`src/rtl/core/magic_header_length_deframer_top_assert.svh`:
```
// Assertion macros used by the deframer RTL.
`ifndef MAGIC_HEADER_LENGTH_DEFRAMER_TOP_ASSERT_SVH
`define MAGIC_HEADER_LENGTH_DEFRAMER_TOP_ASSERT_SVH

// Same-cycle implication, checked on every rising clock edge out of reset.
`define MHLD_ASSERT_NOW(lbl, ante, cons) \
    lbl: assert property (@(posedge i_clk) disable iff (!i_rst_n) (ante) |-> (cons)) \
        else $error("deframer assertion failed");

// Next-cycle implication, checked on every rising clock edge out of reset.
`define MHLD_ASSERT_NEXT(lbl, ante, cons) \
    lbl: assert property (@(posedge i_clk) disable iff (!i_rst_n) (ante) |=> (cons)) \
        else $error("deframer assertion failed");

`endif

```
`src/rtl/core/mhld_pkg.sv`:
```
// Types and constants of the magic-header length deframer.
package mhld_pkg;

    // Size of the id bitmap; ids at or above this are never wanted.
    localparam int NUM_TRACKED_IDS = 256;
    localparam int NUM_CFG_REGS    = 4;
    localparam int CFG_WIDTH       = 64;
    localparam int CFG_IDX_W       = $clog2(NUM_CFG_REGS);
    localparam int HEADER_BYTES    = 8;
    localparam int HDR_CNT_W       = $clog2(HEADER_BYTES);

    localparam logic [7:0] MAGIC_FIRST  = 8'h50;
    localparam logic [7:0] MAGIC_SECOND = 8'h53;

    // Header byte positions.
    localparam logic [HDR_CNT_W-1:0] HDR_MAGIC0 = HDR_CNT_W'(0);
    localparam logic [HDR_CNT_W-1:0] HDR_MAGIC1 = HDR_CNT_W'(1);
    localparam logic [HDR_CNT_W-1:0] HDR_ID_HI  = HDR_CNT_W'(2);
    localparam logic [HDR_CNT_W-1:0] HDR_ID_LO  = HDR_CNT_W'(3);
    localparam logic [HDR_CNT_W-1:0] HDR_LAST   = HDR_CNT_W'(HEADER_BYTES - 1);

    // Result kinds.
    typedef enum logic [1:0] {
        KIND_BODY    = 2'd0,
        KIND_EMPTY   = 2'd1,
        KIND_FRAMING = 2'd2
    } t_kind;

    // One result item.
    typedef struct packed {
        t_kind       kind;
        logic [15:0] block_id;
        logic [7:0]  data_byte;
        logic [31:0] byte_offset;
        logic        last;
    } t_result;

endpackage

```
`src/rtl/core/magic_header_length_deframer_top.sv`:
```
// Byte-stream deframer: header parse, id filter and result output stage.
// The result of an input byte transfer is registered in the output register, or in the skid entry if that is held.
// Throughput: one byte per cycle while s_axis_tready is high; the parser state registers close a loop.
// A two-entry output (register plus skid) keeps input accepted while a result waits.
// Reset is synchronous, active low: parser state, id bitmap and output valids clear.
`include "magic_header_length_deframer_top_assert.svh"

module magic_header_length_deframer_top
    import mhld_pkg::*;
(
    input  logic                 i_clk,
    input  logic                 i_rst_n,
    // Configuration write port.
    input  logic                 i_cfg_wr_en,
    input  logic [CFG_IDX_W-1:0] i_cfg_index,
    input  logic [CFG_WIDTH-1:0] i_cfg_wdata,
    // Input byte stream.
    input  logic                 s_axis_tvalid,
    output logic                 s_axis_tready,
    input  logic [7:0]           s_axis_tdata,   // [7:0] rx_byte
    // Result stream.
    output logic                 m_axis_tvalid,
    input  logic                 m_axis_tready,
    output logic [55:0]          m_axis_tdata,   // [15:0] block_id, [23:16] data_byte,
                                                 // [55:24] byte_offset
    output logic [1:0]           m_axis_tuser,   // [1:0] kind
    output logic                 m_axis_tlast    // last
);

    // Configuration bitmap.
    logic [CFG_WIDTH-1:0] r_wanted [NUM_CFG_REGS];
    logic [NUM_CFG_REGS*CFG_WIDTH-1:0] wanted_flat;

    // Parser state.
    logic                 r_in_body,      n_in_body;
    logic [HDR_CNT_W-1:0] r_header_count, n_header_count;
    logic                 r_magic_ok,     n_magic_ok;
    logic [15:0]          r_current_id,   n_current_id;
    logic [31:0]          r_length_shift, n_length_shift;
    logic [31:0]          r_remaining,    n_remaining;
    logic [31:0]          r_offset_count, n_offset_count;
    logic                 r_body_wanted,  n_body_wanted;

    // Output stage.
    logic    r_out_valid, r_skid_valid;
    t_result r_out, r_skid;

    logic    in_fire, out_fire;
    logic    res_valid;
    t_result res;
    logic    id_wanted;

    // Conditions used by the checks at the end.
    logic    out_framing, out_empty, body_state_ok;

    assign s_axis_tready = !r_skid_valid;
    assign in_fire       = s_axis_tvalid && s_axis_tready;
    assign out_fire      = r_out_valid && m_axis_tready;

    // Bitmap writes; indexes beyond the list cannot be encoded.
    always_ff @(posedge i_clk) begin
        if (!i_rst_n) begin
            for (int i = 0; i < NUM_CFG_REGS; i++) begin
                r_wanted[i] <= '0;
            end
        end else if (i_cfg_wr_en) begin
            r_wanted[i_cfg_index] <= i_cfg_wdata;
        end
    end

    // Id lookup in the flattened bitmap; the id is complete by the last header byte.
    always_comb begin
        for (int i = 0; i < NUM_CFG_REGS; i++) begin
            wanted_flat[i*CFG_WIDTH +: CFG_WIDTH] = r_wanted[i];
        end
        id_wanted = (32'(r_current_id) < 32'(NUM_TRACKED_IDS))
                    && wanted_flat[r_current_id[$clog2(NUM_TRACKED_IDS)-1:0]];
    end

    // Parser next state and result for the byte in flight.
    always_comb begin
        n_in_body      = r_in_body;
        n_header_count = r_header_count;
        n_magic_ok     = r_magic_ok;
        n_current_id   = r_current_id;
        n_length_shift = r_length_shift;
        n_remaining    = r_remaining;
        n_offset_count = r_offset_count;
        n_body_wanted  = r_body_wanted;
        res_valid      = 1'b0;
        res            = '{kind: KIND_BODY, block_id: r_current_id, data_byte: s_axis_tdata,
                           byte_offset: r_offset_count, last: (r_remaining == 32'd1)};

        if (r_in_body) begin
            // Body byte: count it off and emit it if the id is wanted.
            res_valid      = r_body_wanted;
            n_remaining    = r_remaining - 32'd1;
            n_offset_count = r_offset_count + 32'd1;
            if (n_remaining == 32'd0) begin
                n_in_body      = 1'b0;
                n_header_count = HDR_MAGIC0;
                n_magic_ok     = 1'b1;
            end
        end else begin
            // Header byte: capture its field.
            unique case (r_header_count)
                HDR_MAGIC0: n_magic_ok = (s_axis_tdata == MAGIC_FIRST);
                HDR_MAGIC1: n_magic_ok = r_magic_ok && (s_axis_tdata == MAGIC_SECOND);
                HDR_ID_HI:  n_current_id = {s_axis_tdata, 8'h00};
                HDR_ID_LO:  n_current_id = {r_current_id[15:8], s_axis_tdata};
                default:    n_length_shift = {r_length_shift[23:0], s_axis_tdata};
            endcase

            if (r_header_count != HDR_LAST) begin
                n_header_count = r_header_count + HDR_CNT_W'(1);
            end else begin
                // Last header byte: judge the magic, then emit a framing or empty result or open the body.
                n_header_count = HDR_MAGIC0;
                n_magic_ok     = 1'b1;
                if (!r_magic_ok) begin
                    res_valid = 1'b1;
                    res       = '{kind: KIND_FRAMING, block_id: r_current_id,
                                  data_byte: 8'h00, byte_offset: 32'd0, last: 1'b0};
                end else begin
                    n_body_wanted  = id_wanted;
                    n_offset_count = 32'd0;
                    n_remaining    = n_length_shift;
                    if (n_length_shift == 32'd0) begin
                        res_valid = id_wanted;
                        res       = '{kind: KIND_EMPTY, block_id: r_current_id,
                                      data_byte: 8'h00, byte_offset: 32'd0, last: 1'b1};
                    end else begin
                        n_in_body = 1'b1;
                    end
                end
            end
        end
    end

    // Parser state registers.
    always_ff @(posedge i_clk) begin
        if (!i_rst_n) begin
            r_in_body      <= 1'b0;
            r_header_count <= HDR_MAGIC0;
            r_magic_ok     <= 1'b1;
            r_current_id   <= '0;
            r_length_shift <= '0;
            r_remaining    <= '0;
            r_offset_count <= '0;
            r_body_wanted  <= 1'b0;
        end else if (in_fire) begin
            r_in_body      <= n_in_body;
            r_header_count <= n_header_count;
            r_magic_ok     <= n_magic_ok;
            r_current_id   <= n_current_id;
            r_length_shift <= n_length_shift;
            r_remaining    <= n_remaining;
            r_offset_count <= n_offset_count;
            r_body_wanted  <= n_body_wanted;
        end
    end

    // Output register with a skid entry behind it.
    always_ff @(posedge i_clk) begin
        if (!i_rst_n) begin
            r_out_valid  <= 1'b0;
            r_skid_valid <= 1'b0;
        end else if (r_skid_valid) begin
            if (out_fire) begin
                r_out_valid  <= 1'b1;
                r_skid_valid <= 1'b0;
            end
        end else if (!r_out_valid || out_fire) begin
            r_out_valid <= in_fire && res_valid;
        end else if (in_fire && res_valid) begin
            r_skid_valid <= 1'b1;
        end
    end

    always_ff @(posedge i_clk) begin
        if (r_skid_valid) begin
            if (out_fire) begin
                r_out <= r_skid;
            end
        end else if (!r_out_valid || out_fire) begin
            r_out <= res;
        end else begin
            r_skid <= res;
        end
    end

    // Port packing.
    assign m_axis_tvalid = r_out_valid;
    assign m_axis_tdata  = {r_out.byte_offset, r_out.data_byte, r_out.block_id};
    assign m_axis_tuser  = r_out.kind;
    assign m_axis_tlast  = r_out.last;

    // Result kinds on the output and the body bookkeeping seen by the checks.
    assign out_framing   = r_out_valid && (r_out.kind == KIND_FRAMING);
    assign out_empty     = r_out_valid && (r_out.kind == KIND_EMPTY);
    assign body_state_ok = (r_remaining != 32'd0) && (r_header_count == HDR_MAGIC0);

    // Checks on the parser and the output stage.
    `MHLD_ASSERT_NOW(a_skid_behind_out, r_skid_valid, r_out_valid)
    `MHLD_ASSERT_NOW(a_body_has_bytes, r_in_body, body_state_ok)
    `MHLD_ASSERT_NOW(a_framing_not_last, out_framing, !r_out.last && (r_out.byte_offset == 32'd0))
    `MHLD_ASSERT_NOW(a_empty_is_last, out_empty, r_out.last && (r_out.data_byte == 8'h00))
    `MHLD_ASSERT_NEXT(a_skid_drains, r_skid_valid && m_axis_tready, !r_skid_valid && r_out_valid)

endmodule
```
`config.mk`:
```
export PLATFORM = sky130hd
export DESIGN_NAME = magic_header_length_deframer_top
export DESIGN_NICKNAME = d
export VERILOG_FILES = /design/src/rtl/core/mhld_pkg.sv /design/src/rtl/core/magic_header_length_deframer_top.sv
export VERILOG_INCLUDE_DIRS = /design/src /design/src/rtl/core
export SDC_FILE = /design/constraint.sdc
export NUM_CORES = 1
export LEC_CHECK = 0
export BUFFER_PORTS_ARGS = -buffer_cell sky130_fd_sc_hd__buf_4
export CORE_MARGIN = 2
export CORE_UTILIZATION = 34
export DETAILED_ROUTE_END_ITERATION = 8
export PLACE_DENSITY = 0.59
export SLEW_MARGIN = 20
export SYNTH_ARGS = -nofsm -noshare
export SYNTH_HDL_FRONTEND = slang
export SYNTH_SLANG_ARGS = --single-unit
```
`constraint.sdc`:
```
create_clock -name i_clk -period 7.9 [get_ports i_clk]
set_input_delay 0 -clock i_clk [delete_from_list [all_inputs] [get_ports i_clk]]
set_output_delay 0 -clock i_clk [all_outputs]
set_load 0.02 [all_outputs]
```
== Yosys cells after proc, flatten, opt, wreduce, memory -nomap -nowiden ==
Memories as Yosys holds them, arrays and structs flattened.
Cells that the tools add are included.
Word-level totals
  bits in registers: 238
  bits in writable memories: 256
  input port bits: 79
  output and inout port bits: 61
  word-level logic and storage cells: 116
  memories: 1
Memory list
  r_wanted: depth 4, bits a word 64, read ports 4, clocked after memory_dff 0, wr ports 4, line magic_header_length_deframer_top.sv:31  | logic [CFG_WIDTH-1:0] r_wanted [NUM_CFG_REGS];
Cells by class
  add/sub/neg operators: 3
  $lt $le $gt $ge: 2
  eq/ne operators: 11
  multiplexer cells: 48
  bitwise operators: 5
  reduce and logical (&&, ||, !) cells: 25
Operator list (number)
  $mux W59: 6
  $mux W32: 8
  $logic_not A32 Y1: 2
  $mux W64: 1
  $reduce_or A64 Y1: 1
  $mux W58: 1
  $add A32 B1 Y32 const B: 1
  $eq A32 B1 Y1 const B: 1
  $pmux W16 S2: 1
  $sub A32 B1 Y32 const B: 1
  $mux W1: 25
  $eq A8 B7 Y1 const B: 2
  $lt A16 B9 Y1 const B: 1
  $lt A8 B9 Y1 const B: 1
  $mux W3: 3
  $reduce_and A3 Y1: 3
  $bmux W1 S8: 1
  $reduce_and A2 Y1: 4
  $reduce_and A4 Y1: 2
  $eq A3 B2 Y1 const B: 2
  $reduce_bool A2 Y1: 3
  $logic_and A1 B1 Y1: 5
  $not A1 Y1: 5
  $ne A2 B1 Y1 const B: 2
  11 further kinds: 12

== Logic depth before layout (Yosys ltp) ==
Gate-level depths: netlist of the first run.
  word-level depth: 13
  mapped depth: 13
  depth with buffers taken out: 10

== Worst setup path after synthesis of the first run ==
No wires, ideal clock.
  path kind: reg2reg
  start: reg r_skid_valid
  end: reg r_skid_valid
  arrival: 5359 ps
  data required time: 7761 ps
  slack: 2402 ps
  stages on the path, launching flop included: 6
  buffers on the path: 1
  period minus slack after synthesis: 5498 ps
  cell sequence: dfxtp_1 clkbuf_1 o21ai_0 nor4bb_1 a31oi_1 o21ai_0
Between the ends
  longest elaborated chain between the ends: 6
Ends and longest elaborated chain
  start, declared: line magic_header_length_deframer_top.sv:45  | logic r_out_valid, r_skid_valid;
  start signal, assigned: line magic_header_length_deframer_top.sv:167  | r_skid_valid <= 1'b0;
  start signal, assigned: line magic_header_length_deframer_top.sv:171  | r_skid_valid <= 1'b0;
  start signal, assigned: line magic_header_length_deframer_top.sv:176  | r_skid_valid <= 1'b1;
  $logic_not A1 Y1: line magic_header_length_deframer_top.sv:56  | assign s_axis_tready = !r_skid_valid;
  $logic_and A1 B1 Y1: line magic_header_length_deframer_top.sv:57  | assign in_fire = s_axis_tvalid && s_axis_tready;
  $logic_and A1 B1 Y1: line magic_header_length_deframer_top.sv:175  | end else if (in_fire && res_valid) begin
  $mux W1: line magic_header_length_deframer_top.sv:175
  $mux W1: line magic_header_length_deframer_top.sv:173  | end else if (!r_out_valid || out_fire) begin
  $mux W1 *: line magic_header_length_deframer_top.sv:168  | end else if (r_skid_valid) begin
Every way passes the cells marked *; elsewhere a longest branch is shown, timed or not.
A chain may end at the register's enable or synchronous reset.

== Final worst setup path of the first run ==
  start: reg r_header_count[2]
  end: reg r_skid_valid
Between the ends
  longest elaborated chain between the ends: 13
  elaborated cells on any way between the ends: 17
  those cells by class: eq/ne (4); mux (9); reduce/logical (4)
Ends and longest elaborated chain
  start, declared: line magic_header_length_deframer_top.sv:36  | logic [HDR_CNT_W-1:0] r_header_count, n_header_count;
  start signal, assigned: line magic_header_length_deframer_top.sv:153  | r_header_count <= n_header_count;
  $eq A3 B2 Y1 (tied with other cells): line magic_header_length_deframer_top.sv:106  | unique case (r_header_count)
  $reduce_or A4 Y1 (no source line)
  $mux W32: line magic_header_length_deframer_top.sv:106
  $mux W32: line magic_header_length_deframer_top.sv:94  | if (r_in_body) begin
  $logic_not A32 Y1: line magic_header_length_deframer_top.sv:128  | if (n_length_shift == 32'd0) begin
  $mux W1: line magic_header_length_deframer_top.sv:128
  $mux W1: line magic_header_length_deframer_top.sv:120  | if (!r_magic_ok) begin
  $mux W1 *: line magic_header_length_deframer_top.sv:114  | if (r_header_count != HDR_LAST) begin
  $mux W1 *: line magic_header_length_deframer_top.sv:94
  $logic_and A1 B1 Y1 *: line magic_header_length_deframer_top.sv:175
  $mux W1 *: line magic_header_length_deframer_top.sv:175
  $mux W1 *: line magic_header_length_deframer_top.sv:173
  $mux W1 *: line magic_header_length_deframer_top.sv:168
Every way passes the cells marked *; elsewhere a longest branch is shown, timed or not. The select of a mux whose other input is x is not followed.

==> impl_summary.txt, run 1 <==
----------------------------------------------------
[Synth]
  Number of enable-type register cells in the synthesized netlist ... 374
  Count of cell types in the netlist ... 69
  Count of warnings emitted by yosys ... 0
  Biggest area contributors in the synthesized netlist ... edfxtp_1 49%, dfxtp_1 11%, and2_1 5.7%
  Dominant register cell in the synthesized netlist ... edfxtp_1
  Share of synthesized flip-flops with an asynchronous set or reset ... 0%
  Cell count after synthesis ... 1,914
  Syn Nets ... around 2,000
  Combined area of all synthesized cells ... approximately 23,000 µm²
  Average cell area after synthesis ... 11.91 µm²
  Flip-flop and latch count after synthesis ... 494
  Cell type contributing the most total cell area after synthesis ... edfxtp_1
  Fraction of synthesized cell area taken by the top area cell type ... between 40% and 50%
  Share of the yosys chip area belonging to registers ... 59.83%

[Clocking]
  Master cell of the clock root buffer ... clkbuf_16
  Clk sink count ... 494
  Clock-pin slew on the worst setup and hold paths ... 0.06 ns
  H-Tree Depth ... 2
  Post-CTS Hold Buffers ... 77
  Number of buffers inserted to repair setup after CTS ... 0
  Clock buffer count from CTS ... 54
  Post-cts sizing count ... 0
  Clock latency of the later-clocked register in the worst-skew pair ... between 0.6 and 0.7 ns
  Clock tree from TritonCTS ... yes
  Clk buf depth ... 3

[STA]
  Tmin final ... 4.096 ns
  Sum of negative setup slack ... 0 ns
  RSZ-0062 raised after global routing ... no
  Setup violation total in the final timing report ... 0
  Slew of the pin with the lowest slew margin ... 1.035 ns
  Max-slew violations ... 0
  Final worst-path cycle share ... roughly half
  Hold Vio Cnt, Final ... 0
  Remaining max-slew budget at the tightest pin ... 30.98%
  Max Clk Rate ... 244.1 MHz
  Worst Clk Skew ... 0.01873 ns

[Finish]
  Antenna diode count ... 0
  Commonest cells after routing, fill and taps aside ... 374 x edfxtp_1, 206 x and2_1, 162 x buf_4
  Most common cell after layout, fill and taps aside ... edfxtp_1
  Proportion of layout cells with a drive suffix above 1 ... 15.51%
  Syn-to-layout area delta ... 19.12%
  Count of filler cells inserted in the layout ... about 6,200
  Post-layout instance count excluding filler cells ... between 2,000 and 3,000
  Cell area after layout ... 27,140 µm²
  Net count of the finished layout ... about 2,200
  Final cell utilization of the core ... roughly 41%

[Placement]
  Port Buffer Count ... roughly 140
  GP Congestion ... 0.8645
  Area post-placement ... around 25,000 µm²
  DPL Wire Length ... ~38,000 µm
  Total instance count after detailed placement ... 2,806

[Hold path]
  Type of the tightest min-delay check ... input pin to flop
  Cell depth of the worst hold path ... 2

[Route]
  DR WL met3 ... 3236 µm
  Vias after detailed routing ... around 15,000
  Highest layer used for signal routing ... met4
  Number of search-and-repair iterations in the first detailed-routing pass ... 5
  Met2 wire length ... 27,130 µm
  Number of nets with antenna violations after detailed routing ... 0
  DRC violations left ... 0
  Sum of routed wire length over all layers ... 57,410 µm
  Post-DR wirelength/cell ... 19.23 µm
  Per-cell via count in the routed design ... roughly 5.2
  Length of routed wiring on met1 ... 25,890 µm
  Iter 0 DRT Violations ... between 1,000 and 1,500

[Floorplan]
  Vertical die dimension ... 262.9 µm
  Area of the die ... 69,110 µm²
  CORE AREA ... 66,100 µm²
  Die Span X ... 262.9 µm
  Floorplan row count ... 94
  Starting density of the core ... around 34%
  Count of pins on the block boundary ... 140

[GRT]
  Via count of the first global-routing pass ... around 15,000
  Aggregate global-route resource usage ... 16.42%
  Global-route wire length before repair ... approximately 90,000 µm
  Largest net degree at the start of global routing ... 108
  Global-route congestion overflow total ... 0
  Number of antenna violations at the first check in global routing ... 1

[Power]
  Worst IR Drop VDD ... around 0.00015 V
  Final Power ... 5.751 mW
  Leakage dissipation ... 9.966 nW
  Power density cells ... 211.9 nW/µm²

[Critical path]
  Type of element launching the critical path ... flop
  Worst setup path class ... flop to flop
  Reg2reg path depth ... 9
  Worst endpoint data arrival time ... 4.64 ns
  Worst-path maximum fanout ... 41
  Endpoint kind of the worst setup timing path ... flop
  Required time worst endpoint ... 8.44 ns

[Flow run]
  Max-Cap Viols ... 0

[Status]
  Result of the run ... finished clean

----------------------------------------------------
-- power by group --
group	total [mW]	internal (mW)	switching [mW]
sequential	2.94	2.90	0.0422
clock	2.49	1.44	1.05
combinational	0.319	0.141	0.178
total	5.75	4.48	1.27
-- cell type report --
class,instances,area [µm²],area share (%)
Sequential cell,494,13650,50.27
Multi-Input combinational cell,1234,8494,31.29
Timing Repair Buffer,239,1987,7.320
Clock buffer,72,1470,5.416
Tap cell,864,1081,3.983
Clock inverter,30,270.3,0.9957
Inverter,52,195.2,0.7191
-- Yosys cell counts (all sizes together) (17+ instances only) --
library cell / instances
a21boi: 20
a21oi: 57
a22oi: 36
and2: 206
and3: 73
buf: 29
clkbuf: 105
dfxtp: 120
edfxtp: 374
inv: 52
mux2: 21
mux2i: 64
mux4: 45
nand2: 152
nand3: 30
nand4: 20
nor2: 136
nor2b: 39
nor3: 41
o211a: 17
o21ai: 53
o31ai: 46
xnor2: 29
-- cell families after synthesis --
family | count (synthesis) | share of synthesized area (%)
AND/OR/NAND/NOR | 770 | 18.19
flip-flops | 494 | 59.83
AO/OA/AOI/OAI | 293 | 8.791
buffers and inverters | 186 | 3.168
multiplexers | 130 | 8.297
XOR/XNOR | 32 | 1.230
adder cells (fa/ha/maj) | 9 | 0.4942
-- critical path, stage by stage (launching register included) --
cell and delay, ns:
dfxtp_2 1.01, mux2i_1 0.49, nand4_1 0.14, nor4_1 0.31
nand4_1 0.26, nor2_1 0.38, nand4b_1 0.13, dlygate4sd3_1 0.59
o21ai_0 0.14, dlygate4sd3_1 0.56
-- metal layers --
layer,global-route usage (%),up-vias
met5,0,-
met4,4.494,0
met3,2.399,75
met2,26.77,409
met1,22.84,7638
li1,-,7359
-- through the flow --
| step | worst slack (ns) | hold WS [ns] |
|---|---|---|
| finish | 3.804 | 0.09368 |
| CTS | 3.738 | 0.06803 |
| detailed placement | 4.142 | 0.3124 |
| global route | 3.525 | 0.1129 |
| global placement | 4.186 | 0.3054 |
| floorplan | 2.402 | 0.1707 |
-- flip-flops by register name, summed over array words and instances, names as in the netlist, 3 cells and up --
name and count:
r_header_count 3, r_length_shift 32, r_remaining 32, r_current_id 16, r_wanted 256, r_offset_count 32, r_skid 59, m_axis_tdata 56
-- final timing paths --
check	startpoint	endpoint	slack (ns)
setup / recovery	r_header_count[2]$_SDFFE_PN0P_	r_skid_valid$_SDFF_PN0_	3.80
hold / removal	i_cfg_wr_en	r_wanted[3][18]$_DFFE_PP_	0.09
setup reg to reg	r_header_count[2]$_SDFFE_PN0P_	r_skid_valid$_SDFF_PN0_	3.80
hold reg to reg	r_body_wanted$_SDFFE_PN0P_	r_body_wanted$_SDFFE_PN0P_	0.48
Power figures use the tool's default switching activity.
==> run 2, diff against run 1 <==
ABC_AREA = 1   (was not set)
PLACE_DENSITY = 0.6   (was 0.59)
clock period = 3.3 ns   (was 7.9 ns; I/O delays follow)
==> run 2 against run 1 <==
Sequential power is 140% higher. Total power is 150% higher. Synthesized cell count up 32%. Cell area shrank 0.16%. Utilization increased by 0.082 points. Die area fell by 0.55%. Register-to-register slack worse by 3.4 ns. Routed wire length is 10% higher. Largest cell class unchanged. Combinational power grew to 4.1 times the previous value.
==> impl_summary.txt, run 2 <==
----------------------------------------------------
[Placement]
  GP Congestion ... 0.8752 (+1.2%)
  Port Buffer Count ... 139 (unchanged)
  Post-Place Setup Slack ... 0.4042 ns (-3.738 ns)
  Total instance count after detailed placement ... 3,416 (+22%)
  DPL Wire Length ... 40,210 µm (+5.7%)

[Power]
  Power density cells ... 526.8 nW/µm² (+150%)
  Leakage dissipation ... 10.79 nW (+8.2%)
  Worst IR Drop VDD ... 0.0003879 V (+150%)

[Clocking]
  Post-cts sizing count ... 0 (unchanged)
  Clock tree from TritonCTS ... yes
  Clock latency of the later-clocked register in the worst-skew pair ... 0.62 ns (about the same)
  Master cell of the clock root buffer ... clkbuf_16
  Clock-pin slew on the worst setup and hold paths ... 0.06 ns (about the same)
  Post-CTS Hold Buffers ... 78 (+1.3%)
  Clk sink count ... 494 (unchanged)
  Clk buf depth ... 3 (unchanged)
  Clock buffer count from CTS ... 53 (-1.9%)
  Number of buffers inserted to repair setup after CTS ... 0 (unchanged)
  H-Tree Depth ... 2 (unchanged)

[Hold path]
  Type of the tightest min-delay check ... input pin to flop

[STA]
  Worst Clk Skew ... 0.02769 ns (+0.008963 ns)
  Final worst-path cycle share ... 87.00% (+35 points)
  Slew of the pin with the lowest slew margin ... 1.061 ns (+0.02554 ns)
  Setup violation total in the final timing report ... 0 (unchanged)
  Tmin final ... 2.871 ns (-1.225 ns)
  RSZ-0062 raised after global routing ... no
  Max-slew violations ... 0 (unchanged)
  Remaining max-slew budget at the tightest pin ... 29.01% (-2.0 points)
  Max Clk Rate ... 348.3 MHz (+43%)
  Hold Vio Cnt, Final ... 0 (unchanged)
  Sum of negative setup slack ... 0 ns (unchanged)
  Worst Slack Setup Final ... 0.4289 ns (-3.375 ns)

[Synth]
  Flip-flop and latch count after synthesis ... 494 (unchanged)
  Dominant register cell in the synthesized netlist ... edfxtp_1
  Syn Nets ... 2,614 (+31%)
  Count of cell types in the netlist ... 45 (-35%)
  Top cell types by occurrence after synthesis ... 625 x nand2_1, 374 x edfxtp_1, 321 x nor2_1
  Fraction of synthesized cell area taken by the top area cell type ... 49.56% (+0.28 points)
  Biggest area contributors in the synthesized netlist ... edfxtp_1 50%, dfxtp_1 11%, nand2_1 10%
  Combined area of all synthesized cells ... 22,660 µm² (-0.56%)
  Share of the yosys chip area belonging to registers ... 60.17% (+0.34 points)
  Most used standard cell by instance count after synthesis ... nand2_1
  Cell type contributing the most total cell area after synthesis ... edfxtp_1
  Average cell area after synthesis ... 8.970 µm² (-25%)
  Share of synthesized flip-flops with an asynchronous set or reset ... 0% (unchanged)
  Number of enable-type register cells in the synthesized netlist ... 374 (unchanged)
  Count of warnings emitted by yosys ... 0 (unchanged)
  Cell count after synthesis ... 2,526 (+32%)

[Floorplan]
  CORE AREA ... 65,860 µm² (-0.36%)
  Area of the die ... 68,730 µm² (-0.55%)
  Vertical die dimension ... 262.2 µm (-0.28%)
  Starting density of the core ... 34.40% (-0.071 points)
  Count of pins on the block boundary ... 140 (unchanged)
  Floorplan row count ... 94 (unchanged)
  Die Span X ... 262.2 µm (-0.28%)

[Critical path]
  Worst setup path class ... flop to flop
  Crit path largest cell delay ... 0.82 ns (-0.19 ns)
  Critical path buffers and inverters ... 1 (-1)
  Crit-path cells ... ha_1 > ha_1 > nand3_4 > nor2_1 > nor2_1 > inv_1 > a21oi_1 > o21a_1
  Max stage delay cell, worst path ... nor2_1
  Required time worst endpoint ... 3.86 ns (-4.58 ns)
  Type of element launching the critical path ... flop
  Worst endpoint data arrival time ... 3.43 ns (-1.21 ns)
  Top cell family by delay on the critical path ... simple AND/OR/NAND/NOR gates
  Worst-path maximum fanout ... 16 (-61%)
  Endpoint kind of the worst setup timing path ... flop

[Finish]
  Register cell area after layout ... 13,640 µm² (about the same)
  Antenna diode count ... 0 (unchanged)
  Post-layout instance count excluding filler cells ... 3,592 (+20%)
  Net count of the finished layout ... 2,773 (+28%)
  Max reg flops ... 256 (unchanged)
  Count of filler cells inserted in the layout ... 6,535 (+4.8%)
  Proportion of layout cells with a drive suffix above 1 ... 10.48% (-5.0 points)
  Area used by multi-input combinational logic ... 7657 µm² (-9.9%)
  Register with the most flip-flops ... r_wanted
  Syn-to-layout area delta ... 19.60%
  Commonest cells after routing, fill and taps aside ... 618 x nand2_1, 374 x edfxtp_1, 320 x nor2_1
  Most common cell after layout, fill and taps aside ... nand2_1

[Flow run]
  Max-Cap Viols ... 0 (unchanged)

[Route]
  Vias after detailed routing ... 18,320 (+18%)
  Sum of routed wire length over all layers ... 63,160 µm (+10%)
  Number of nets with antenna violations after detailed routing ... 0 (unchanged)
  Number of search-and-repair iterations in the first detailed-routing pass ... 6 (+1)
  DRC violations left ... 0 (unchanged)
  Per-cell via count in the routed design ... 5.100 (-1.7%)
  Post-DR wirelength/cell ... 17.58 µm (-8.6%)
  Iter 0 DRT Violations ... 1,997 (+65%)

[GRT]
  Global-route congestion overflow total ... 0 (unchanged)
  Aggregate global-route resource usage ... 18.37% (+2.0 points)
  Global-route wire length before repair ... 99,580 µm (+11%)
  Number of antenna violations at the first check in global routing ... 0 (-1)
  Via count of the first global-routing pass ... 17,850 (+17%)
  Largest net degree at the start of global routing ... 131 (+21%)

[Status]
  Result of the run ... finished clean

----------------------------------------------------
## run 2: final timing paths
kind	start	endpoint	slack [ns]	depth (start not counted)
max reg2reg	r_header_count[0]$_SDFFE_PN0P_	r_offset_count[31]$_SDFFE_PN0P_	0.43	8
min	i_cfg_wdata[53]	r_wanted[3][53]$_DFFE_PP_	0.28	4
max	r_header_count[0]$_SDFFE_PN0P_	r_offset_count[31]$_SDFFE_PN0P_	0.43	8
min reg2reg	r_current_id[14]$_SDFFE_PN0P_	r_skid[55]$_DFFE_PP_	0.43	0
## run 2: layout make-up
| class | count | share of cell area (%) |
|---|---|---|
| tap | 864 | 3.989 |
| sequential | 494 | 50.33 |
| timing repair buffer | 249 | 8.079 |
| clock inverter | 29 | 1.094 |
| inverter | 218 | 3.024 |
| multi-input combinational | 1669 | 28.25 |
| clock buffer | 69 | 5.231 |
## run 2: worst reg2reg max path: stages (launching register included)
cell	delay, ns
dfxtp_1	0.36
ha_1	0.25
ha_1	0.25
nand3_4	0.15
nor2_1	0.09
nor2_1	0.82
inv_1	0.53
a21oi_1	0.25
o21a_1	0.14
## run 2: power by group
part	total [mW]	leakage, nW	switching, mW	internal (mW)
clock	5.90	0.827	2.54	3.36
combinational	1.30	5.23	0.850	0.446
sequential	7.08	4.72	0.107	6.97
## run 2: stage by stage
stage          cell area (µm²)  hold WS [ns]  util (%)  total power, mW
2_1_floorplan            22670        0.1490         -            7.979
3_3_place_gp             24610        0.3248     37.36            8.412
3_5_place_dp             24610        0.3255     37.36            8.428
4_1_cts                  27100        0.2409     41.15            14.40
5_1_grt                  27100        0.2698     41.15            14.82
6_report                 27100        0.2775     41.15            14.28
## run 2: logic make-up after synthesis
family / Yosys count / synth area share (%)
AND/OR/NAND/NOR: 1369 / 25.78
flip-flops: 494 / 60.17
buffers and inverters: 363 / 6.273
AO/OA/AOI/OAI: 265 / 6.284
XOR/XNOR: 26 / 1.005
adder cells (fa/ha/maj): 9 / 0.4970
## run 2: routing by layer
| metal | track usage [%] | vias up | part of all wire, % |
|---|---|---|---|
| met2 | 30.47 | 650 | 47 |
| met3 | 2.546 | 96 | 6.9 |
| li1 | - | 8776 | - |
| met4 | 4.802 | 0 | 2.1 |
| met5 | 0 | - | 0 |
| met1 | 25.25 | 8798 | 44 |
